File: src/sv/hrv_pkg.sv
// Shared widths, reset values, register indexes and operation codes for the
// heart-rate-variability statistics block. No dependencies.
`default_nettype none

package hrv_pkg;

    localparam int RATE_W    = 8;
    localparam int THR_W     = 8;
    localparam int NUM_W     = 16;
    localparam int RR_W      = 16;
    localparam int SUM_W     = 24;
    localparam int SQ_W      = 40;
    localparam int OUT_W     = 16;
    localparam int CFG_W     = 16;
    localparam int CFG_IDX_W = 2;

    localparam int S_TDATA_W = 8;
    localparam int S_TUSER_W = 1;
    localparam int M_TDATA_W = 40;

    localparam int MAX_INTERVALS_DEF = 255;

    localparam logic [THR_W-1:0] START_THR_RST  = 8'd40;
    localparam logic [THR_W-1:0] ACCEPT_THR_RST = 8'd60;
    localparam logic [NUM_W-1:0] NUMER_RST      = 16'd60000;

    localparam logic OP_REPORT = 1'b0;
    localparam logic OP_END    = 1'b1;

    typedef enum logic [CFG_IDX_W-1:0] {
        CFG_START_THR  = 2'd0,
        CFG_ACCEPT_THR = 2'd1,
        CFG_NUMER      = 2'd2
    } cfg_idx_t;

    function automatic int max_int(input int a, input int b);
        return (a > b) ? a : b;
    endfunction

endpackage

`default_nettype wire

File: src/sv/hrv_rr_statistics_top.sv
// Heart-rate-variability statistics: RR interval accumulation and SDNN per period.
// A heart-rate beat (tuser 0) that yields no RR interval is finished in the idle
// state. One that yields an interval runs the bit-serial divider (numerator by
// rate) and then the bit-serial multiplier to square it. A period-end beat
// (tuser 1) with collected intervals runs two serial multiplies, then the square
// root in parallel with the mean division, then the SDNN division; it then waits
// only if the previous result beat is still on the output register. A new input
// beat is taken only once the current one is finished, while an earlier result
// may still sit on the output. Configuration writes take effect at once.
// Depends on hrv_pkg, hrv_div, hrv_mul and hrv_isqrt.
`default_nettype none

module hrv_rr_statistics_top #(
    parameter int MAX_INTERVALS = hrv_pkg::MAX_INTERVALS_DEF
) (
    input  logic                          clk,
    input  logic                          rst_n,
    // Configuration write port
    input  logic                          cfg_wr_en,
    input  logic [hrv_pkg::CFG_IDX_W-1:0] cfg_index,
    input  logic [hrv_pkg::CFG_W-1:0]     cfg_data,
    // Input stream
    input  logic                          s_tvalid,
    output logic                          s_tready,
    input  logic [hrv_pkg::S_TDATA_W-1:0] s_tdata,   // [7:0] heart_rate
    input  logic [hrv_pkg::S_TUSER_W-1:0] s_tuser,   // [0] operation
    // Result stream
    output logic                          m_tvalid,
    input  logic                          m_tready,
    output logic [hrv_pkg::M_TDATA_W-1:0] m_tdata    // [7:0] last_rate, [23:8] mean_rr,
                                                     // [39:24] sdnn
);

    localparam int RATE_W = hrv_pkg::RATE_W;
    localparam int SUM_W  = hrv_pkg::SUM_W;
    localparam int SQ_W   = hrv_pkg::SQ_W;
    localparam int RR_W   = hrv_pkg::RR_W;
    localparam int OUT_W  = hrv_pkg::OUT_W;
    localparam int CNT_W  = $clog2(MAX_INTERVALS + 1);
    localparam int MB_W   = hrv_pkg::max_int(SUM_W, CNT_W);
    localparam int PROD_W = SQ_W + MB_W;
    localparam int DIFF_W = hrv_pkg::max_int(CNT_W + SQ_W, 2 * SUM_W);
    localparam int ROOT_W = (DIFF_W + 1) / 2;
    localparam int DVD_W  = ROOT_W;
    localparam int DVS_W  = hrv_pkg::max_int(RATE_W, CNT_W);

    localparam logic [CNT_W-1:0] CNT_MAX = CNT_W'(MAX_INTERVALS);

    typedef enum logic [2:0] {
        ST_IDLE,
        ST_RR_DIV,
        ST_RR_SQ,
        ST_NQ,
        ST_SS,
        ST_ROOT,
        ST_SD,
        ST_EMIT
    } state_t;

    state_t state_reg, state_next;

    logic [hrv_pkg::THR_W-1:0] start_thr_reg, start_thr_next;
    logic [hrv_pkg::THR_W-1:0] accept_thr_reg, accept_thr_next;
    logic [hrv_pkg::NUM_W-1:0] numer_reg, numer_next;

    logic                      started_reg, started_next;
    logic [RATE_W-1:0]         rate_hold_reg, rate_hold_next;
    logic [CNT_W-1:0]          count_reg, count_next;
    logic [SUM_W-1:0]          sum_reg, sum_next;
    logic [SQ_W-1:0]           sq_sum_reg, sq_sum_next;

    logic [RR_W-1:0]           rr_reg, rr_next;
    logic [DIFF_W-1:0]         nq_reg, nq_next;
    logic [OUT_W-1:0]          mean_reg, mean_next;
    logic [OUT_W-1:0]          sd_reg, sd_next;
    logic                      mean_ok_reg, mean_ok_next;
    logic                      root_ok_reg, root_ok_next;

    logic                      div_start_reg, div_start_next;
    logic [DVD_W-1:0]          div_dvd_reg, div_dvd_next;
    logic [DVS_W-1:0]          div_dvs_reg, div_dvs_next;
    logic                      mul_start_reg, mul_start_next;
    logic [SQ_W-1:0]           mul_a_reg, mul_a_next;
    logic [MB_W-1:0]           mul_b_reg, mul_b_next;
    logic                      sqrt_start_reg, sqrt_start_next;
    logic [2*ROOT_W-1:0]       sqrt_in_reg, sqrt_in_next;

    logic                      m_tvalid_reg, m_tvalid_next;
    logic [hrv_pkg::M_TDATA_W-1:0] m_tdata_reg, m_tdata_next;

    logic                      div_done;
    logic [DVD_W-1:0]          div_quot;
    logic                      mul_done;
    logic [PROD_W-1:0]         mul_prod;
    logic                      sqrt_done;
    logic [ROOT_W-1:0]         sqrt_root;

    logic [RATE_W-1:0]         rate_in;
    logic                      op_in;
    logic                      started_now;
    logic [DIFF_W-1:0]         ss_val;
    logic [DIFF_W:0]           diff_wide;

    hrv_div #(
        .DVD_W (DVD_W),
        .DVS_W (DVS_W)
    ) u_div (
        .clk      (clk),
        .rst_n    (rst_n),
        .start    (div_start_reg),
        .dividend (div_dvd_reg),
        .divisor  (div_dvs_reg),
        .done     (div_done),
        .quotient (div_quot)
    );

    hrv_mul #(
        .A_W (SQ_W),
        .B_W (MB_W)
    ) u_mul (
        .clk     (clk),
        .rst_n   (rst_n),
        .start   (mul_start_reg),
        .a       (mul_a_reg),
        .b       (mul_b_reg),
        .done    (mul_done),
        .product (mul_prod)
    );

    hrv_isqrt #(
        .ROOT_W (ROOT_W)
    ) u_isqrt (
        .clk      (clk),
        .rst_n    (rst_n),
        .start    (sqrt_start_reg),
        .radicand (sqrt_in_reg),
        .done     (sqrt_done),
        .root     (sqrt_root)
    );

    always_comb
    begin
        rate_in     = s_tdata[RATE_W-1:0];
        op_in       = s_tuser[0];
        started_now = started_reg | (rate_in > start_thr_reg);
        ss_val      = DIFF_W'(mul_prod);
        diff_wide   = {1'b0, nq_reg} - {1'b0, ss_val};

        state_next      = state_reg;
        start_thr_next  = start_thr_reg;
        accept_thr_next = accept_thr_reg;
        numer_next      = numer_reg;
        started_next    = started_reg;
        rate_hold_next  = rate_hold_reg;
        count_next      = count_reg;
        sum_next        = sum_reg;
        sq_sum_next     = sq_sum_reg;
        rr_next         = rr_reg;
        nq_next         = nq_reg;
        mean_next       = mean_reg;
        sd_next         = sd_reg;
        mean_ok_next    = mean_ok_reg;
        root_ok_next    = root_ok_reg;
        div_start_next  = 1'b0;
        div_dvd_next    = div_dvd_reg;
        div_dvs_next    = div_dvs_reg;
        mul_start_next  = 1'b0;
        mul_a_next      = mul_a_reg;
        mul_b_next      = mul_b_reg;
        sqrt_start_next = 1'b0;
        sqrt_in_next    = sqrt_in_reg;
        m_tvalid_next   = m_tvalid_reg;
        m_tdata_next    = m_tdata_reg;

        if (cfg_wr_en)
        begin
            case (hrv_pkg::cfg_idx_t'(cfg_index))
                hrv_pkg::CFG_START_THR:  start_thr_next  = cfg_data[hrv_pkg::THR_W-1:0];
                hrv_pkg::CFG_ACCEPT_THR: accept_thr_next = cfg_data[hrv_pkg::THR_W-1:0];
                hrv_pkg::CFG_NUMER:      numer_next      = cfg_data[hrv_pkg::NUM_W-1:0];
                default: ;
            endcase
        end

        if (m_tvalid_reg && m_tready)
        begin
            m_tvalid_next = 1'b0;
        end

        case (state_reg)
            ST_IDLE:
            begin
                if (s_tvalid)
                begin
                    if (op_in == hrv_pkg::OP_REPORT)
                    begin
                        rate_hold_next = rate_in;
                        started_next   = started_now;
                        // A full count drops the interval, so the divide is skipped.
                        if (started_now && (rate_in > accept_thr_reg) && (count_reg < CNT_MAX))
                        begin
                            div_start_next = 1'b1;
                            div_dvd_next   = DVD_W'(numer_reg);
                            div_dvs_next   = DVS_W'(rate_in);
                            state_next     = ST_RR_DIV;
                        end
                    end
                    else if (started_reg && (count_reg != '0))
                    begin
                        mul_start_next = 1'b1;
                        mul_a_next     = sq_sum_reg;
                        mul_b_next     = MB_W'(count_reg);
                        state_next     = ST_NQ;
                    end
                end
            end
            ST_RR_DIV:
            begin
                if (div_done)
                begin
                    rr_next        = div_quot[RR_W-1:0];
                    mul_start_next = 1'b1;
                    mul_a_next     = SQ_W'(div_quot[RR_W-1:0]);
                    mul_b_next     = MB_W'(div_quot[RR_W-1:0]);
                    state_next     = ST_RR_SQ;
                end
            end
            ST_RR_SQ:
            begin
                if (mul_done)
                begin
                    count_next  = count_reg + CNT_W'(1);
                    sum_next    = sum_reg + SUM_W'(rr_reg);
                    sq_sum_next = sq_sum_reg + mul_prod[SQ_W-1:0];
                    state_next  = ST_IDLE;
                end
            end
            ST_NQ:
            begin
                if (mul_done)
                begin
                    nq_next        = mul_prod[DIFF_W-1:0];
                    mul_start_next = 1'b1;
                    mul_a_next     = SQ_W'(sum_reg);
                    mul_b_next     = MB_W'(sum_reg);
                    state_next     = ST_SS;
                end
            end
            ST_SS:
            begin
                if (mul_done)
                begin
                    // A wrapped square sum can make the variance term negative; it
                    // is clamped to zero.
                    sqrt_in_next    = diff_wide[DIFF_W] ? '0
                                                        : (2*ROOT_W)'(diff_wide[DIFF_W-1:0]);
                    sqrt_start_next = 1'b1;
                    div_start_next  = 1'b1;
                    div_dvd_next    = DVD_W'(sum_reg);
                    div_dvs_next    = DVS_W'(count_reg);
                    mean_ok_next    = 1'b0;
                    root_ok_next    = 1'b0;
                    state_next      = ST_ROOT;
                end
            end
            ST_ROOT:
            begin
                if (div_done)
                begin
                    mean_ok_next = 1'b1;
                    mean_next    = div_quot[OUT_W-1:0];
                end
                if (sqrt_done)
                begin
                    root_ok_next = 1'b1;
                end
                if ((mean_ok_reg || div_done) && (root_ok_reg || sqrt_done))
                begin
                    div_start_next = 1'b1;
                    div_dvd_next   = DVD_W'(sqrt_root);
                    div_dvs_next   = DVS_W'(count_reg);
                    state_next     = ST_SD;
                end
            end
            ST_SD:
            begin
                if (div_done)
                begin
                    sd_next    = div_quot[OUT_W-1:0];
                    state_next = ST_EMIT;
                end
            end
            ST_EMIT:
            begin
                if (!m_tvalid_reg || m_tready)
                begin
                    m_tvalid_next = 1'b1;
                    m_tdata_next  = {sd_reg, mean_reg, rate_hold_reg};
                    count_next    = '0;
                    sum_next      = '0;
                    sq_sum_next   = '0;
                    state_next    = ST_IDLE;
                end
            end
            default:
            begin
                state_next = ST_IDLE;
            end
        endcase
    end

    always_ff @(posedge clk or negedge rst_n)
    begin
        if (!rst_n)
        begin
            state_reg      <= ST_IDLE;
            start_thr_reg  <= hrv_pkg::START_THR_RST;
            accept_thr_reg <= hrv_pkg::ACCEPT_THR_RST;
            numer_reg      <= hrv_pkg::NUMER_RST;
            started_reg    <= 1'b0;
            rate_hold_reg  <= '0;
            count_reg      <= '0;
            sum_reg        <= '0;
            sq_sum_reg     <= '0;
            rr_reg         <= '0;
            nq_reg         <= '0;
            mean_reg       <= '0;
            sd_reg         <= '0;
            mean_ok_reg    <= 1'b0;
            root_ok_reg    <= 1'b0;
            div_start_reg  <= 1'b0;
            div_dvd_reg    <= '0;
            div_dvs_reg    <= '0;
            mul_start_reg  <= 1'b0;
            mul_a_reg      <= '0;
            mul_b_reg      <= '0;
            sqrt_start_reg <= 1'b0;
            sqrt_in_reg    <= '0;
            m_tvalid_reg   <= 1'b0;
            m_tdata_reg    <= '0;
        end
        else
        begin
            state_reg      <= state_next;
            start_thr_reg  <= start_thr_next;
            accept_thr_reg <= accept_thr_next;
            numer_reg      <= numer_next;
            started_reg    <= started_next;
            rate_hold_reg  <= rate_hold_next;
            count_reg      <= count_next;
            sum_reg        <= sum_next;
            sq_sum_reg     <= sq_sum_next;
            rr_reg         <= rr_next;
            nq_reg         <= nq_next;
            mean_reg       <= mean_next;
            sd_reg         <= sd_next;
            mean_ok_reg    <= mean_ok_next;
            root_ok_reg    <= root_ok_next;
            div_start_reg  <= div_start_next;
            div_dvd_reg    <= div_dvd_next;
            div_dvs_reg    <= div_dvs_next;
            mul_start_reg  <= mul_start_next;
            mul_a_reg      <= mul_a_next;
            mul_b_reg      <= mul_b_next;
            sqrt_start_reg <= sqrt_start_next;
            sqrt_in_reg    <= sqrt_in_next;
            m_tvalid_reg   <= m_tvalid_next;
            m_tdata_reg    <= m_tdata_next;
        end
    end

    assign s_tready = (state_reg == ST_IDLE);
    assign m_tvalid = m_tvalid_reg;
    assign m_tdata  = m_tdata_reg;

    // The interval count never passes its ceiling.
    assert property (@(posedge clk) disable iff (!rst_n)
        count_reg <= CNT_MAX)
        else $error("interval count above its maximum");

    // The multiplier only reports completion in a state that waits for it.
    assert property (@(posedge clk) disable iff (!rst_n)
        mul_done |-> (state_reg == ST_RR_SQ || state_reg == ST_NQ || state_reg == ST_SS))
        else $error("multiplier finished outside a multiply state");

    // The divider only reports completion in a state that waits for it.
    assert property (@(posedge clk) disable iff (!rst_n)
        div_done |-> (state_reg == ST_RR_DIV || state_reg == ST_ROOT || state_reg == ST_SD))
        else $error("divider finished outside a divide state");

    // A result is only formed for a started period with collected intervals.
    assert property (@(posedge clk) disable iff (!rst_n)
        (state_reg == ST_EMIT) |-> (started_reg && count_reg != '0))
        else $error("result formed without collected intervals");

    // A period end with collected intervals starts the statistics sequence.
    assert property (@(posedge clk) disable iff (!rst_n)
        (s_tvalid && s_tready && s_tuser[0] == hrv_pkg::OP_END && started_reg
         && count_reg != '0) |=> (state_reg == ST_NQ && mul_start_reg))
        else $error("period end did not start the statistics sequence");

endmodule

`default_nettype wire

File: src/sv/hrv_div.sv
// Restoring divider that produces one quotient bit per cycle.
// Stand-alone; used by hrv_rr_statistics_top.
`default_nettype none

module hrv_div #(
    parameter int DVD_W = 24,
    parameter int DVS_W = 8
) (
    input  logic             clk,
    input  logic             rst_n,
    input  logic             start,
    input  logic [DVD_W-1:0] dividend,
    input  logic [DVS_W-1:0] divisor,
    output logic             done,
    output logic [DVD_W-1:0] quotient
);

    localparam int CNT_W = $clog2(DVD_W + 1);

    logic [DVD_W-1:0] quot_reg, quot_next;
    logic [DVS_W-1:0] rem_reg, rem_next;
    logic [DVS_W-1:0] dvs_reg, dvs_next;
    logic [CNT_W-1:0] cnt_reg, cnt_next;
    logic             busy_reg, busy_next;
    logic             done_reg, done_next;

    logic [DVS_W:0]   trial;
    logic [DVS_W:0]   left;
    logic             fits;

    always_comb
    begin
        // The dividend shifts out at the top while quotient bits shift in at the bottom.
        trial     = {rem_reg, quot_reg[DVD_W-1]};
        left      = trial - {1'b0, dvs_reg};
        fits      = (trial >= {1'b0, dvs_reg});
        quot_next = quot_reg;
        rem_next  = rem_reg;
        dvs_next  = dvs_reg;
        cnt_next  = cnt_reg;
        busy_next = busy_reg;
        done_next = 1'b0;
        if (start)
        begin
            quot_next = dividend;
            rem_next  = '0;
            dvs_next  = divisor;
            cnt_next  = CNT_W'(DVD_W);
            busy_next = 1'b1;
        end
        else if (busy_reg)
        begin
            quot_next = {quot_reg[DVD_W-2:0], fits};
            rem_next  = fits ? left[DVS_W-1:0] : trial[DVS_W-1:0];
            cnt_next  = cnt_reg - CNT_W'(1);
            if (cnt_reg == CNT_W'(1))
            begin
                busy_next = 1'b0;
                done_next = 1'b1;
            end
        end
    end

    always_ff @(posedge clk or negedge rst_n)
    begin
        if (!rst_n)
        begin
            quot_reg <= '0;
            rem_reg  <= '0;
            dvs_reg  <= '0;
            cnt_reg  <= '0;
            busy_reg <= 1'b0;
            done_reg <= 1'b0;
        end
        else
        begin
            quot_reg <= quot_next;
            rem_reg  <= rem_next;
            dvs_reg  <= dvs_next;
            cnt_reg  <= cnt_next;
            busy_reg <= busy_next;
            done_reg <= done_next;
        end
    end

    assign done     = done_reg;
    assign quotient = quot_reg;

endmodule

`default_nettype wire

File: src/sv/hrv_mul.sv
// Shift-and-add multiplier that consumes one multiplier bit per cycle.
// Stand-alone; used by hrv_rr_statistics_top.
`default_nettype none

module hrv_mul #(
    parameter int A_W = 40,
    parameter int B_W = 24
) (
    input  logic               clk,
    input  logic               rst_n,
    input  logic               start,
    input  logic [A_W-1:0]     a,
    input  logic [B_W-1:0]     b,
    output logic               done,
    output logic [A_W+B_W-1:0] product
);

    localparam int P_W   = A_W + B_W;
    localparam int CNT_W = $clog2(B_W + 1);

    logic [P_W-1:0]   acc_reg, acc_next;
    logic [A_W-1:0]   a_reg, a_next;
    logic [CNT_W-1:0] cnt_reg, cnt_next;
    logic             busy_reg, busy_next;
    logic             done_reg, done_next;

    logic [A_W:0]     part;

    always_comb
    begin
        // The multiplier sits in the low half and is shifted out as the product grows in.
        part      = {1'b0, acc_reg[P_W-1:B_W]} + (acc_reg[0] ? {1'b0, a_reg} : '0);
        acc_next  = acc_reg;
        a_next    = a_reg;
        cnt_next  = cnt_reg;
        busy_next = busy_reg;
        done_next = 1'b0;
        if (start)
        begin
            acc_next  = {{A_W{1'b0}}, b};
            a_next    = a;
            cnt_next  = CNT_W'(B_W);
            busy_next = 1'b1;
        end
        else if (busy_reg)
        begin
            acc_next = {part, acc_reg[B_W-1:1]};
            cnt_next = cnt_reg - CNT_W'(1);
            if (cnt_reg == CNT_W'(1))
            begin
                busy_next = 1'b0;
                done_next = 1'b1;
            end
        end
    end

    always_ff @(posedge clk or negedge rst_n)
    begin
        if (!rst_n)
        begin
            acc_reg  <= '0;
            a_reg    <= '0;
            cnt_reg  <= '0;
            busy_reg <= 1'b0;
            done_reg <= 1'b0;
        end
        else
        begin
            acc_reg  <= acc_next;
            a_reg    <= a_next;
            cnt_reg  <= cnt_next;
            busy_reg <= busy_next;
            done_reg <= done_next;
        end
    end

    assign done    = done_reg;
    assign product = acc_reg;

endmodule

`default_nettype wire

File: src/sv/hrv_isqrt.sv
// Digit-by-digit floor square root, one root bit (two radicand bits) per cycle.
// Stand-alone; used by hrv_rr_statistics_top.
`default_nettype none

module hrv_isqrt #(
    parameter int ROOT_W = 24
) (
    input  logic                clk,
    input  logic                rst_n,
    input  logic                start,
    input  logic [2*ROOT_W-1:0] radicand,
    output logic                done,
    output logic [ROOT_W-1:0]   root
);

    localparam int IN_W  = 2 * ROOT_W;
    localparam int CNT_W = $clog2(ROOT_W + 1);

    logic [IN_W-1:0]   val_reg, val_next;
    logic [ROOT_W-1:0] rem_reg, rem_next;
    logic [ROOT_W-1:0] root_reg, root_next;
    logic [CNT_W-1:0]  cnt_reg, cnt_next;
    logic              busy_reg, busy_next;
    logic              done_reg, done_next;

    logic [ROOT_W+1:0] pair;
    logic [ROOT_W+1:0] trial;
    logic [ROOT_W+1:0] left;
    logic              fits;

    always_comb
    begin
        // Before the final step the remainder is at most twice the partial root,
        // so it fits in ROOT_W bits.
        pair      = {rem_reg, val_reg[IN_W-1 -: 2]};
        trial     = {root_reg, 2'b01};
        left      = pair - trial;
        fits      = (pair >= trial);
        val_next  = val_reg;
        rem_next  = rem_reg;
        root_next = root_reg;
        cnt_next  = cnt_reg;
        busy_next = busy_reg;
        done_next = 1'b0;
        if (start)
        begin
            val_next  = radicand;
            rem_next  = '0;
            root_next = '0;
            cnt_next  = CNT_W'(ROOT_W);
            busy_next = 1'b1;
        end
        else if (busy_reg)
        begin
            val_next  = {val_reg[IN_W-3:0], 2'b00};
            rem_next  = fits ? left[ROOT_W-1:0] : pair[ROOT_W-1:0];
            root_next = {root_reg[ROOT_W-2:0], fits};
            cnt_next  = cnt_reg - CNT_W'(1);
            if (cnt_reg == CNT_W'(1))
            begin
                busy_next = 1'b0;
                done_next = 1'b1;
            end
        end
    end

    always_ff @(posedge clk or negedge rst_n)
    begin
        if (!rst_n)
        begin
            val_reg  <= '0;
            rem_reg  <= '0;
            root_reg <= '0;
            cnt_reg  <= '0;
            busy_reg <= 1'b0;
            done_reg <= 1'b0;
        end
        else
        begin
            val_reg  <= val_next;
            rem_reg  <= rem_next;
            root_reg <= root_next;
            cnt_reg  <= cnt_next;
            busy_reg <= busy_next;
            done_reg <= done_next;
        end
    end

    assign done = done_reg;
    assign root = root_reg;

endmodule

`default_nettype wire
File: config.mk
export PLATFORM = sky130hd
export DESIGN_NAME = hrv_rr_statistics_top
export DESIGN_NICKNAME = d
export VERILOG_FILES = /design/src/sv/hrv_pkg.sv /design/src/sv/hrv_rr_statistics_top.sv /design/src/sv/hrv_div.sv /design/src/sv/hrv_mul.sv /design/src/sv/hrv_isqrt.sv
export SDC_FILE = /design/constraint.sdc
export NUM_CORES = 2
export LEC_CHECK = 0
export BUFFER_PORTS_ARGS = -buffer_cell sky130_fd_sc_hd__clkbuf_2
export CAP_MARGIN = 20
export CORE_UTILIZATION = 46
export CTS_CLUSTER_SIZE = 16
export DETAILED_ROUTE_END_ITERATION = 16
export SLEW_MARGIN = 20
export SYNTH_ARGS = -nofsm -noshare
export SYNTH_HDL_FRONTEND = slang
export SYNTH_SLANG_ARGS = --single-unit
File: constraint.sdc
create_clock -name clk -period 4.1 [get_ports clk]
set_input_delay 0.615 -clock clk [delete_from_list [all_inputs] [get_ports clk]]
set_output_delay 0.615 -clock clk [all_outputs]
set_load 0.02 [all_outputs]
==> metrics.txt <==
min cycle time layout=3750 ps; Unique masters post-synth=94; ys flop type=dfrtp_1; Setup crit start kind=register; 1st-iter DRT viols=1795; worst hold margin=-10.97 ps; most frequent cells in the layout=643 x dfrtp_1, 423 x nand2_1, 305 x o21ai_0; violated checks=negative hold slack; Port Buffer Count=73; worst r2r src=u_mul.product[0]$_DFFE_PN0P_; worst-path cell chain=buf_4, buf_4, and2_1, ha_1, nand4_1, o221ai_1, a221o_1, nand3b_1, nor4bb_1, a211oi_2, a22oi_2, nor3b_1, or3_1, a32o_1; worst hold path class=input pin to async pin; worst reg-to-reg setup slack=350 ps; CP delay by family, top=simple AND/OR/NAND/NOR gates; vias=26861; Clock Latency Late Sink=630 ps; commonest non-fill, non-tap cell in the layout=dfrtp_1; RSZ-0062 raised after global routing=no; Max-Cap Viols=0; vias in the first global route=26572; worst vdd ir=0.3713 mV; Synth Register Bits=663; ys async rst share=1.000; core area=77850 µm²; Slew Limit Headroom=0.3047; Reg2Reg Depth=14; die area=80330 µm²; CP bufs+invs=2; # rows=102; Crit Path Max Fanout=38; pin count of the biggest net entering global routing=95; DRT Wirelength=91590 µm; H-tree Lvls=3; syn avg cell area=9.963 µm²; setup ws final=349.9 ps; CP Capture Type=register; first-pass GRT wire length=149100 µm; count of final setup violators=0; crit path max-delay cell type=dfrtp_1; Routed Antenna Nets=0; Pwr Density=764.4 nW/µm²; initial antenna violation count=2; GR Overflow Total=0; Post-DP HPWL=64470 µm; post-synth net total=3895; worst slack at placement=260.8 ps; 1st-pass router iterations=5; Lkg Pwr=19.25 nW; layout net count=3921; RD Place Congestion=0.8545; Remaining DRCs=0; largest cells by area after synthesis=dfrtp_1 45%, ha_1 6.9%, mux2_2 5.9%; slowest stage delay, CP=380 ps; fmax=266.7 MHz; routed len/inst=19.17 µm; Worst Setup SP=u_mul.product[0]$_DFFE_PN0P_; number of synthesis warnings=0; Fin. Hold Viols=3; Root Buffer=clkbuf_16; status=finished with violations; Slew @ Worst Pin=1040 ps; Antenna Cells=0; fraction of layout cells with a size suffix above 1=0.1332; Sink Count=663; Synth Cell Area=36430 µm²; Fin Setup TNS=0 ps; Clock Skews=18.76 ps; most frequent CP cell=buf_4; clock slew at reported path FFs=60 ps; die width=283.4 µm; sequential area share after synthesis=0.4558; Largest register FFs=64; cts hold-fix bufs=0; Yosys top cell by area=dfrtp_1; Top Ports=74; fin crit share=0.9147; multi-input combinational cell area=18650 µm²; Post-Synthesis Cells=3657; GRT Total Usage=0.2300; TritonCTS buffer count=75; EDFF count, synth=0; Initial Utilization=0.4680; die span in y=283.4 µm; CP required=4610 ps; via/cell ratio=5.622; Setup CP Type=register to register; Clock Tree Buf Depth=3; CTS tree=done; Final Max Tran Viols=0; register area=16630 µm²; Fillers=7192; share of the synthesized area in the top cell type=0.4464; worst reg2reg endpoint=u_mul.product[57]$_DFFE_PN0P_; Syn-to-layout area delta=11.27%; CP Data Arrival Time=4260 ps
-- how the worst max path moves through the flow --
stage | end | depth (start not counted) | slack (ps)
2_1_floorplan | u_mul.product[63]$_DFFE_PN0P_ | 15 | 620
3_3_place_gp | sqrt_in_reg[3]$_DFFE_PN0P_ | 15 | 310
3_5_place_dp | sqrt_in_reg[3]$_DFFE_PN0P_ | 14 | 260
4_1_cts | sqrt_in_reg[3]$_DFFE_PN0P_ | 14 | 230
5_1_grt | u_mul.product[57]$_DFFE_PN0P_ | 14 | 40
6_report | u_mul.product[57]$_DFFE_PN0P_ | 14 | 350
-- power breakdown --
part	switching [mW]	internal, mW	total, mW	leakage [nW]
clock	2.81	3.97	6.78	1.21
sequential	1.67	8.27	9.94	8.46
combinational	7.98	6.28	14.3	9.57
-- cell families after synthesis --
group                    synth area share
AND/OR/NAND/NOR                    0.1210
AO/OA/AOI/OAI                      0.1637
flip-flops                         0.4558
multiplexers                       0.1123
buffers and inverters             0.03434
adder cells (fa/ha/maj)           0.07177
XOR/XNOR                          0.04111
-- cell type report --
cell class	instances	share of cell area
Clock buffer	108	0.05281
Clock inverter	24	0.008148
Inverter	151	0.01398
Multi-Input combinational cell	2666	0.4600
Sequential cell	663	0.4101
Tap cell	1040	0.03210
Timing Repair Buffer	126	0.02287
-- per-stage QoR --
stage	util	std cells	power (mW)	hold WS, ps	cell area [µm²]
final	0.5207	4778	30.99	-10.97	40540
after global routing	0.5207	4778	33.37	34.41	40540
after CTS	0.5204	4776	31.22	44.94	40520
after detailed placement	0.4887	4644	24.28	465.3	38050
after global placement	0.4887	4644	24.19	457.2	38050
after floorplan	-	3657	20.50	319.4	36430
-- cells in the mapped netlist, drive strengths merged, types with 7 or more instances --
cell and n:
nor2b 30, nor3b 8, nand2b 39, clkbuf 131, dfstp 13, ha 201, a21oi 185, xor2 71
a211oi 49, buf 47, dfrtp 650, nand3 60, nand2 425, xnor2 100, and2 46, mux2i 195
nor2 241, o21ai 319, o31ai 17, o221ai 9, a31oi 26, o21bai 16, o22ai 39, a21o 104
nand3b 7, o211ai 13, and3 27, or3 12, nor3 19, a22o 49, inv 151, o21a 18
a221o 19, nand4 33, mux2 190
-- timing repair --
item                                    4_1_cts  5_1_grt
gates resized for setup                       0        1
buffers inserted                              0        0
endpoints found under the setup margin        0       43
-- metal layers --
layer  GRT usage  share of wire  vias up
met2      0.3695           0.46      516
met3     0.03039          0.039      139
met4     0.07189          0.029        0
met1      0.3226           0.47    13136
li1            -              -    13070
met5           0              0        -
No activity file was read; power rests on OpenSTA's default activity.
